--- config.mk ---
export PLATFORM = sky130hd
export DESIGN_NAME = uart_tx_framer_top
export DESIGN_NICKNAME = d
export VERILOG_FILES = /design/src/hw/rtl/utf_pkg.sv /design/src/hw/rtl/utf_front.sv /design/src/hw/rtl/utf_fifo.sv /design/src/hw/rtl/utf_back.sv /design/src/hw/rtl/uart_tx_framer_top.sv
export VERILOG_INCLUDE_DIRS = /design/src /design/src/hw/rtl
export SDC_FILE = /design/constraint.sdc
export NUM_CORES = 1
export LEC_CHECK = 0
export BUFFER_PORTS_ARGS = -buffer_cell sky130_fd_sc_hd__buf_2
export CORE_UTILIZATION = 50
export CTS_BUF_LIST = sky130_fd_sc_hd__clkbuf_2
export DETAILED_ROUTE_END_ITERATION = 8
export PLACE_DENSITY = 0.8
export SLEW_MARGIN = 20
export SYNTH_ARGS = -nofsm -noshare
export SYNTH_HDL_FRONTEND = slang
export SYNTH_HIERARCHICAL = 1
export SYNTH_SLANG_ARGS = --single-unit
--- constraint.sdc ---
create_clock -name clk_i -period 2.6 [get_ports clk_i]
set_input_delay 0.39 -clock clk_i [delete_from_list [all_inputs] [get_ports clk_i]]
set_output_delay 0.39 -clock clk_i [all_outputs]
set_load 0.01 [all_outputs]
--- src/hw/rtl/assert_macros.svh ---
// ----------------------------------------------------------------------------
// assert_macros.svh
// Concurrent assertion helpers shared by the UART framer modules.
// ----------------------------------------------------------------------------
`ifndef ASSERT_MACROS_SVH
`define ASSERT_MACROS_SVH

// Checks a property on every rising edge of clk_i while rst_ni is high.
`define ASSERT_CLK(label, prop, msg) \
  label: assert property (@(posedge clk_i) disable iff (!rst_ni) (prop)) else $error(msg);

// Checks a property on every rising edge of clk_i, reset included.
`define ASSERT_ALWAYS(label, prop, msg) \
  label: assert property (@(posedge clk_i) (prop)) else $error(msg);

`endif

--- src/hw/rtl/utf_pkg.sv ---
// ----------------------------------------------------------------------------
// utf_pkg
// Shared types and constants for the UART transmit framer.
// ----------------------------------------------------------------------------
package utf_pkg;

  // Register indexes of the configuration port.
  typedef enum logic [2:0] {
    REG_EXTRA_DATA_BITS = 3'd0,
    REG_PARITY_MODE     = 3'd1,
    REG_TWO_STOP_BITS   = 3'd2,
    REG_INVERTED_LINE   = 3'd3,
    REG_BIT_PERIOD      = 3'd4
  } cfg_reg_e;

  // Parity mode codes. Any nonzero code other than odd gives even parity.
  localparam logic [1:0] PAR_NONE = 2'd0;
  localparam logic [1:0] PAR_ODD  = 2'd1;

  localparam logic [1:0]  RST_EXTRA_DATA_BITS = 2'd3;
  localparam logic [15:0] RST_BIT_PERIOD      = 16'd1667;

  typedef enum logic [1:0] {
    KIND_START  = 2'd0,
    KIND_DATA   = 2'd1,
    KIND_PARITY = 2'd2,
    KIND_STOP   = 2'd3
  } slot_kind_e;

  typedef enum logic [2:0] {
    ST_IDLE,
    ST_START,
    ST_DATA,
    ST_PARITY,
    ST_STOP,
    ST_LAST
  } back_state_e;

  // Frame format registers seen by the front end.
  typedef struct packed {
    logic [1:0] extra_data_bits;
    logic [1:0] parity_mode;
    logic       two_stop_bits;
    logic       inverted_line;
  } cfg_t;

  // One classified frame, handed from the front end to the serializer.
  typedef struct packed {
    logic [7:0] data;
    logic [2:0] last_idx;
    logic       par_en;
    logic       par_val;
    logic       two_stop;
    logic       inv;
  } frame_t;

  // Frame queue depth.
  localparam int QAW    = 1;
  localparam int QDEPTH = 2 ** QAW;

endpackage

--- src/hw/rtl/utf_front.sv ---
// ----------------------------------------------------------------------------
// utf_front
// Accepts bytes and turns each into a frame descriptor for the queue.
// ----------------------------------------------------------------------------
module utf_front (
  input  logic              push,
  input  logic [7:0]        data_byte_i,
  input  utf_pkg::cfg_t     cfg_i,
  input  logic              q_full_i,
  output logic              full,
  output logic              q_push_o,
  output utf_pkg::frame_t   q_frame_o
);

  logic [7:0] mask;
  logic [7:0] masked;

  // Keep only the low 5 + extra_data_bits bits of the byte.
  assign mask   = 8'hFF >> (2'd3 - cfg_i.extra_data_bits);
  assign masked = data_byte_i & mask;

  assign full     = q_full_i;
  assign q_push_o = push && !q_full_i;

  always_comb begin
    q_frame_o.data     = masked;
    q_frame_o.last_idx = {1'b0, cfg_i.extra_data_bits} + 3'd4;
    q_frame_o.par_en   = (cfg_i.parity_mode != utf_pkg::PAR_NONE);
    q_frame_o.par_val  = (^masked) ^ (cfg_i.parity_mode == utf_pkg::PAR_ODD);
    q_frame_o.two_stop = cfg_i.two_stop_bits;
    q_frame_o.inv      = cfg_i.inverted_line;
  end

endmodule

--- src/hw/rtl/utf_fifo.sv ---
// ----------------------------------------------------------------------------
// utf_fifo
// Small frame queue between the front end and the serializer.
// ----------------------------------------------------------------------------
`include "assert_macros.svh"

module utf_fifo (
  input  logic            clk_i,
  input  logic            rst_ni,
  input  logic            wr_i,
  input  utf_pkg::frame_t wr_frame_i,
  output logic            full_o,
  input  logic            rd_i,
  output logic            valid_o,
  output utf_pkg::frame_t rd_frame_o
);

  utf_pkg::frame_t            mem_q [utf_pkg::QDEPTH];
  logic [utf_pkg::QAW-1:0]    wr_ptr_q, wr_ptr_d;
  logic [utf_pkg::QAW-1:0]    rd_ptr_q, rd_ptr_d;
  logic [utf_pkg::QAW:0]      cnt_q, cnt_d;
  logic                       do_wr;
  logic                       do_rd;

  assign full_o     = (cnt_q == (utf_pkg::QAW+1)'(utf_pkg::QDEPTH));
  assign valid_o    = (cnt_q != '0);
  assign rd_frame_o = mem_q[rd_ptr_q];
  assign do_wr      = wr_i && !full_o;
  assign do_rd      = rd_i && valid_o;

  always_comb begin
    wr_ptr_d = do_wr ? wr_ptr_q + 1'b1 : wr_ptr_q;
    rd_ptr_d = do_rd ? rd_ptr_q + 1'b1 : rd_ptr_q;
    cnt_d    = cnt_q;
    if (do_wr && !do_rd) begin
      cnt_d = cnt_q + 1'b1;
    end else if (do_rd && !do_wr) begin
      cnt_d = cnt_q - 1'b1;
    end
  end

  always_ff @(posedge clk_i or negedge rst_ni) begin
    if (!rst_ni) begin
      wr_ptr_q <= '0;
      rd_ptr_q <= '0;
      cnt_q    <= '0;
    end else begin
      wr_ptr_q <= wr_ptr_d;
      rd_ptr_q <= rd_ptr_d;
      cnt_q    <= cnt_d;
    end
  end

  always_ff @(posedge clk_i) begin
    if (do_wr) begin
      mem_q[wr_ptr_q] <= wr_frame_i;
    end
  end

  `ASSERT_CLK(a_cnt_bound, cnt_q <= (utf_pkg::QAW+1)'(utf_pkg::QDEPTH), "queue count over depth")
  `ASSERT_CLK(a_ptr_gap, (wr_ptr_q == rd_ptr_q) == ((cnt_q == '0) || full_o), "queue pointers out of step")

endmodule

--- src/hw/rtl/utf_back.sv ---
// ----------------------------------------------------------------------------
// utf_back
// Serializer: walks one frame slot by slot into an output register.
// ----------------------------------------------------------------------------
`include "assert_macros.svh"

module utf_back (
  input  logic            clk_i,
  input  logic            rst_ni,
  input  logic [15:0]     bit_period_i,
  input  logic            q_valid_i,
  input  utf_pkg::frame_t q_frame_i,
  output logic            q_rd_o,
  output logic            empty,
  input  logic            pop,
  output logic            line_level_o,
  output logic [1:0]      slot_kind_o,
  output logic            last_slot_o
);

  utf_pkg::back_state_e st_q, st_d;
  utf_pkg::frame_t      cur_q, cur_d;
  logic [2:0]           idx_q, idx_d;
  logic [15:0]          tmr_q, tmr_d;

  logic                 out_valid_q, out_valid_d;
  logic                 out_level_q, out_level_d;
  utf_pkg::slot_kind_e  out_kind_q, out_kind_d;
  logic                 out_last_q, out_last_d;

  logic                 slot_active;
  logic                 emit;
  logic                 slot_level;
  utf_pkg::slot_kind_e  slot_kind;
  logic                 slot_last;

  // Next state.
  always_comb begin
    st_d  = st_q;
    idx_d = idx_q;
    unique case (st_q)
      utf_pkg::ST_IDLE: begin
        if (q_valid_i) st_d = utf_pkg::ST_START;
      end
      utf_pkg::ST_START: begin
        if (emit) begin
          st_d  = utf_pkg::ST_DATA;
          idx_d = 3'd0;
        end
      end
      utf_pkg::ST_DATA: begin
        if (emit) begin
          if (idx_q == cur_q.last_idx) begin
            if (cur_q.par_en) begin
              st_d = utf_pkg::ST_PARITY;
            end else if (cur_q.two_stop) begin
              st_d = utf_pkg::ST_STOP;
            end else begin
              st_d = utf_pkg::ST_LAST;
            end
          end else begin
            idx_d = idx_q + 3'd1;
          end
        end
      end
      utf_pkg::ST_PARITY: begin
        if (emit) st_d = cur_q.two_stop ? utf_pkg::ST_STOP : utf_pkg::ST_LAST;
      end
      utf_pkg::ST_STOP: begin
        if (emit) st_d = utf_pkg::ST_LAST;
      end
      utf_pkg::ST_LAST: begin
        if (emit) st_d = q_valid_i ? utf_pkg::ST_START : utf_pkg::ST_IDLE;
      end
      default: st_d = utf_pkg::ST_IDLE;
    endcase
  end

  // Outputs of the state machine: slot contents, emit and queue read.
  always_comb begin
    slot_active = 1'b1;
    slot_level  = ~cur_q.inv;
    slot_kind   = utf_pkg::KIND_STOP;
    slot_last   = 1'b0;
    q_rd_o      = 1'b0;
    unique case (st_q)
      utf_pkg::ST_IDLE: begin
        slot_active = 1'b0;
        q_rd_o      = q_valid_i;
      end
      utf_pkg::ST_START: begin
        slot_level = cur_q.inv;
        slot_kind  = utf_pkg::KIND_START;
      end
      utf_pkg::ST_DATA: begin
        slot_level = cur_q.data[idx_q] ^ cur_q.inv;
        slot_kind  = utf_pkg::KIND_DATA;
      end
      utf_pkg::ST_PARITY: begin
        slot_level = cur_q.par_val ^ cur_q.inv;
        slot_kind  = utf_pkg::KIND_PARITY;
      end
      utf_pkg::ST_STOP: begin
        slot_kind = utf_pkg::KIND_STOP;
      end
      utf_pkg::ST_LAST: begin
        slot_last = 1'b1;
      end
      default: slot_active = 1'b0;
    endcase
    emit = slot_active && (!out_valid_q || pop) && (tmr_q == '0);
    if ((st_q == utf_pkg::ST_LAST) && emit) begin
      q_rd_o = q_valid_i;
    end
  end

  always_comb begin
    cur_d = q_rd_o ? q_frame_i : cur_q;
    if (emit) begin
      tmr_d = (bit_period_i > 16'd1) ? bit_period_i - 16'd1 : '0;
    end else begin
      tmr_d = (tmr_q != '0) ? tmr_q - 16'd1 : '0;
    end
    out_valid_d = out_valid_q && !pop;
    out_level_d = out_level_q;
    out_kind_d  = out_kind_q;
    out_last_d  = out_last_q;
    if (emit) begin
      out_valid_d = 1'b1;
      out_level_d = slot_level;
      out_kind_d  = slot_kind;
      out_last_d  = slot_last;
    end
  end

  always_ff @(posedge clk_i or negedge rst_ni) begin
    if (!rst_ni) begin
      st_q        <= utf_pkg::ST_IDLE;
      idx_q       <= '0;
      tmr_q       <= '0;
      out_valid_q <= 1'b0;
    end else begin
      st_q        <= st_d;
      idx_q       <= idx_d;
      tmr_q       <= tmr_d;
      out_valid_q <= out_valid_d;
    end
  end

  always_ff @(posedge clk_i) begin
    cur_q       <= cur_d;
    out_level_q <= out_level_d;
    out_kind_q  <= out_kind_d;
    out_last_q  <= out_last_d;
  end

  assign empty        = !out_valid_q;
  assign line_level_o = out_level_q;
  assign slot_kind_o  = out_kind_q;
  assign last_slot_o  = out_last_q;

  `ASSERT_CLK(a_last_is_stop, (out_valid_q && out_last_q) |-> (out_kind_q == utf_pkg::KIND_STOP), "last slot is not a stop slot")
  `ASSERT_CLK(a_idx_range, (st_q == utf_pkg::ST_DATA) |-> (idx_q <= cur_q.last_idx), "data index past frame width")
  `ASSERT_CLK(a_start_after_rd, q_rd_o |=> (st_q == utf_pkg::ST_START), "frame read without starting it")
  `ASSERT_CLK(a_no_emit_on_timer, (tmr_q != '0) |-> !emit, "slot emitted before its period ran out")

endmodule

--- src/hw/rtl/uart_tx_framer_top.sv ---
// ----------------------------------------------------------------------------
// uart_tx_framer_top
// Asynchronous serial transmit framer, one result request per bit slot.
// ----------------------------------------------------------------------------
// Usage: a byte request enters on push / full / data_byte_i and is taken at a
// clock edge with push high and full low. Each byte becomes one frame: a
// start slot, 5 to 8 data slots LSB first, an optional parity slot and one or
// two stop slots. Every slot leaves as one result request on empty / pop with
// line_level_o, slot_kind_o and last_slot_o; last_slot_o marks the final stop.
// The configuration channel (cfg_valid_i / cfg_ready_o, index and data) is
// always ready and is meant to be written while the framer is idle.
// When the serializer is idle, a taken byte passes through the frame queue,
// the serializer's frame register and the output register before its first
// slot shows on the result side. The serializer's slot timer paces the
// slots of each frame (7 to 12 of them) at the configured bit period. A
// two-entry frame queue lets the next bytes be taken while a frame is sent.
// Reset clears the queue, the serializer and the output register and restores
// 8 data bits, no parity, one stop bit, normal polarity and a period of 1667.
// When the receiver stalls, the current slot is held and the serializer waits;
// once the queue fills, full rises and byte requests back up.
// ----------------------------------------------------------------------------
module uart_tx_framer_top (
  input  logic        clk_i,
  input  logic        rst_ni,
  // Byte requests.
  input  logic        push,
  output logic        full,
  input  logic [7:0]  data_byte_i,
  // Slot results.
  output logic        empty,
  input  logic        pop,
  output logic        line_level_o,
  output logic [1:0]  slot_kind_o,
  output logic        last_slot_o,
  // Configuration writes.
  input  logic        cfg_valid_i,
  output logic        cfg_ready_o,
  input  logic [2:0]  cfg_index_i,
  input  logic [15:0] cfg_data_i
);

  // Frame format and timing registers.
  utf_pkg::cfg_t   cfg_q, cfg_d;
  logic [15:0]     bit_period_q, bit_period_d;

  // Front end to queue, queue to serializer.
  logic            q_push;
  utf_pkg::frame_t q_wr_frame;
  logic            q_full;
  logic            q_rd;
  logic            q_valid;
  utf_pkg::frame_t q_rd_frame;

  // The register file never stalls a write.
  assign cfg_ready_o = 1'b1;

  // Register decode. Values are masked to the width of their register and
  // writes to unused indexes are dropped.
  always_comb begin
    cfg_d        = cfg_q;
    bit_period_d = bit_period_q;
    if (cfg_valid_i) begin
      unique case (cfg_index_i)
        utf_pkg::REG_EXTRA_DATA_BITS: cfg_d.extra_data_bits = cfg_data_i[1:0];
        utf_pkg::REG_PARITY_MODE:     cfg_d.parity_mode     = cfg_data_i[1:0];
        utf_pkg::REG_TWO_STOP_BITS:   cfg_d.two_stop_bits   = cfg_data_i[0];
        utf_pkg::REG_INVERTED_LINE:   cfg_d.inverted_line   = cfg_data_i[0];
        utf_pkg::REG_BIT_PERIOD:      bit_period_d          = cfg_data_i;
        default: ;
      endcase
    end
  end

  always_ff @(posedge clk_i or negedge rst_ni) begin
    if (!rst_ni) begin
      cfg_q.extra_data_bits <= utf_pkg::RST_EXTRA_DATA_BITS;
      cfg_q.parity_mode     <= utf_pkg::PAR_NONE;
      cfg_q.two_stop_bits   <= 1'b0;
      cfg_q.inverted_line   <= 1'b0;
      bit_period_q          <= utf_pkg::RST_BIT_PERIOD;
    end else begin
      cfg_q                 <= cfg_d;
      bit_period_q          <= bit_period_d;
    end
  end

  // The front end masks the byte, works out parity and packs a descriptor.
  utf_front u_front (
    .push        (push),
    .data_byte_i (data_byte_i),
    .cfg_i       (cfg_q),
    .q_full_i    (q_full),
    .full        (full),
    .q_push_o    (q_push),
    .q_frame_o   (q_wr_frame)
  );

  // Descriptor queue decouples byte intake from slot output.
  utf_fifo u_fifo (
    .clk_i      (clk_i),
    .rst_ni     (rst_ni),
    .wr_i       (q_push),
    .wr_frame_i (q_wr_frame),
    .full_o     (q_full),
    .rd_i       (q_rd),
    .valid_o    (q_valid),
    .rd_frame_o (q_rd_frame)
  );

  // The serializer walks each frame slot by slot at the configured period.
  utf_back u_back (
    .clk_i        (clk_i),
    .rst_ni       (rst_ni),
    .bit_period_i (bit_period_q),
    .q_valid_i    (q_valid),
    .q_frame_i    (q_rd_frame),
    .q_rd_o       (q_rd),
    .empty        (empty),
    .pop          (pop),
    .line_level_o (line_level_o),
    .slot_kind_o  (slot_kind_o),
    .last_slot_o  (last_slot_o)
  );

endmodule
==> summary.md <==
| Metric | Value |
|---|---|
| Outcome | `finished clean` |
| Die area | `between 10000 and 15000 um2` |
| Clock-pin slew reported for the worst setup and hold paths after clock tree synthesis | `290 ps` |
| Clock tree from TritonCTS | `yes` |
| Number of antenna repair diodes | `0` |
| Cells after synthesis | `382` |
| Pin count of the biggest net entering global routing | `28` |
| Crit path required time | `~3100 ps` |
| GRT overflow | `0` |
| Worst slew margin relative to its limit | `47.8%` |
| Starting utilization of the core area | `between 50% and 60%` |
| Crit path launch type | `flip-flop` |
| First-pass detailed-route iteration total | `4` |
| Sink Count | `between 90 and 100` |
| Largest clock skew in the final design | `a little under 40 ps` |
| Most Frequent Cell on Critical Path | `xor2_1` |
| Total of buffers placed on input and output ports | `37` |
| Final critical-path required period | `around 2500 ps` |
| Max_cap viols | `0` |
| Dominant combinational cell family by area after synthesis | `simple AND/OR/NAND/NOR gates` |
| Slowest cell delay on critical path | `600 ps` |
| Overall power consumption | `approximately 3400 uW` |
| Mux share of post-synthesis cell area | `between 10 and 15%` |
| Share of cells above drive strength 1 | `between 20% and 30%` |
| Leak | `between 0.002 and 0.0025 uW` |
| Deepest level of the CTS H-tree | `3` |
| Critical path data arrival time | `roughly 3000 ps` |
| HPWL after detailed placement | `between 6 and 7 mm` |
| Number of flops mapped to enable cells by yosys | `49` |
| Number of top-level pins | `39` |
| Per-instance average area after synthesis | `approximately 13 um2` |
| Synthesized flop and latch total | `between 90 and 100` |
| End-of-flow core utilization | `approximately 58%` |
| First-pass GRT wire length | `13.7 mm` |
| Area Overhead vs Synth | `10.0%` |
| DRC violation total after the first TritonRoute iteration | `between 200 and 250` |
| Vert. Die Dim | `slightly above 100 um` |
| Slowest cell on crit path | `or4_4` |
| Area share of and/or/nand/nor cells after synthesis | `between 10% and 20%` |
| Seq/Total Area, Yosys | `a little over half` |
| Min-delay worst type | `primary input to flip-flop` |
| Number of nets at the end of the flow | `468` |
| Post-route ant nets | `0` |
| Number of setup violations in the final report | `0` |
| Crit path capture type | `flip-flop` |
| Num CTS Buffers | `9` |
| Syn. warnings | `6` |
| Transition time of the tightest slew-check pin | `~800 ps` |
| Post-synthesis async set-or-reset flop share | `roughly half` |
| Clock latency on the worst-skew pair | `550 ps` |
| Type of the worst setup path | `flip-flop to flip-flop` |
| Critical Path Fanout Max | `5` |
| Number of filler instances in the final layout | `749` |
| Post-synthesis share of cell area spent on full adders, half adders and majority gates | `about 1.5%` |
| Initial antenna violation count | `0` |
| Total number of vias | `roughly 3000` |
| Detail-routed net length per standard cell | `roughly 15 um` |
| Setup TNS Final | `0 ps` |
| Maximum frequency from static timing analysis | `roughly 400 MHz` |
| Fin. Hold Viols | `0` |
| Critical path cell sequence | `or4_4 > nor2_8 > and3_4 > and2_4 > a41o_4 > nand2_2 > ha_1 > xor2_1 > nor2_1 > xor2_1` |
| Final number of max-transition violations | `0` |
| Library cell used as clock root buffer | `clkbuf_2` |
| Pwr per Cell Area | `between 600 and 700 nW/um2` |
| Area share of xor/xnor cells in the synthesized design | `between 6 and 7%` |
| Detail-routed via count per cell | `approximately 5.3` |
| Core Box Area | `approximately 9400 um2` |
| Peak ir drop on the vdd network | `roughly 0.34 mV` |
| Global-route usage over all layers | `between 15 and 20%` |
| DRC violations left | `0` |
| Minimum setup slack among reg-to-reg paths | `110 ps` |
| Worst-case clock buffer depth | `2` |
| Post-synthesis cell type count | `68` |
| Final WL | `between 8 and 9 mm` |
| Compound-gate portion of the synthesized area | `5.85%` |
| Via count of the first global-routing pass | `around 2900` |
| Period Utilization, post-route | `a little over nine tenths` |
| Width of the chip | `about 100 um` |
| Routability cong. | `0.832` |
| Total nets after synthesis | `420` |
| Cell row count | `35` |
| Ys flop type | `edfxtp_1` |
| Post-Synthesis Cell Area | `about 5000 um2` |
final timing paths:
check                                 from                  to  cells after the start
hold reg to reg                   cfg_q[0]  u_fifo/mem_q[1][0]                      0
setup / recovery           u_back/tmr_q[2]     u_fifo/cnt_q[1]                     10
max in group asynchronous           rst_ni            cfg_q[5]                      3
hold / removal               cfg_data_i[8]     bit_period_q[8]                      2
setup reg to reg           u_back/tmr_q[2]     u_fifo/cnt_q[1]                     10
min in group asynchronous           rst_ni     bit_period_q[6]                      2
routing by layer:
| layer | track usage (%) | up-vias | part of all wire (%) |
|---|---|---|---|
| li1 | - | 1478 | - |
| met1 | 24.2 | 1456 | 47 |
| met2 | 27.3 | 62 | 49 |
| met3 | 3.31 | 7 | 3.8 |
| met4 | 5.91 | 0 | 0.95 |
| met5 | 0 | - | 0 |
cell usage in the layout (no fill, tap or decap), drive strengths merged, types with 6 or more instances in the layout:
cell,Yosys,layout
o21ai,17,17
xnor2,22,22
mux2i,6,6
ha,6,6
nand2,20,20
dlygate4sd3,0,15
nor2,22,22
dfrtp,42,42
mux2,39,39
nor3,14,14
xor2,7,7
buf,18,44
inv,17,22
a21oi,8,8
edfxtp,49,49
clkbuf,4,9
dfstp,7,7
nor4,10,10
Yosys cell counts, types with 6 or more instances:
library cell,n,area share [%]
nand2_1,19,1.4
mux2_2,19,4.3
dfrtp_1,42,21
o21ai_1,12,1.2
xnor2_1,22,3.9
ha_1,6,1.5
xor2_1,7,1.2
nor2_1,20,1.5
nor3_1,13,1.3
edfxtp_1,49,30
inv_1,17,1.3
buf_4,14,2.1
a21oi_1,8,0.81
mux2i_1,6,1.2
mux2_4,19,5.8
dfstp_2,7,3.7
state kept, by name (all words and copies together), names as in the netlist, 2 cells and up:
| signal | flops |
|---|---|
| bit_period_q | 16 |
| u_back/st_q | 3 |
| u_back/tmr_q | 16 |
| u_back/slot_kind_o | 2 |
| cfg_q | 6 |
| u_back/idx_q | 3 |
| u_back/cur_q | 15 |
| u_fifo/cnt_q | 2 |
| u_fifo/mem_q | 30 |
cell type report:
cell class	count	area [um2]	share of cell area, %
well taps	129	161	2.96
inverters	17	63.8	1.17
flip-flops and latches	98	2710	49.6
repair buffers	59	388	7.11
clock buffers	9	45.0	0.825
clock inverters	7	57.6	1.05
multi-input cells	245	2030	37.3
where the power goes:
group	switching [uW]	internal (uW)
Combinational	302	335
Sequential	158	1920
Clock	533	146
per-stage QoR:
step / hold WS, ps / instances / worst slack [ps] / cell area, um2
after floorplan: 94.4 / 382 / 61.5 / 4970
after global placement: 388 / 532 / 192 / 5180
after detailed placement: 383 / 532 / 104 / 5180
after CTS: 1.02 / 550 / 64.1 / 5310
after global routing: -7.87 / 564 / -12.2 / 5460
final: 49.6 / 564 / 106 / 5460
logic make-up (layout without fill, tap and decap cells):
family,after synthesis,in the layout
AOI/OAI and AO/OA,46,46
DFF,98,98
adders and majority gates,6,6
buffers and inverters,39,92
xor gates and xnor gates,31,31
muxes,47,47
other,2,2
and+or+nand+nor,113,113
critical path, delay by kind of cell, from the launching register on:
kind,cells,cell delay (ps)
simple gates,6,1240
xor+xnor,2,300
fa+ha+maj,1,190
flops,1,490
compound gates,1,210
timing repair:
| item | CTS | global route |
|---|---|---|
| hold buffers | 2 | 13 |
| hold endpoints to repair | 21 | 18 |
| endpoints found under the setup margin | 0 | 1 |
| buffers inserted | 0 | 1 |
| resized for setup | 0 | 3 |
No activity file was read; power rests on OpenSTA's default activity.
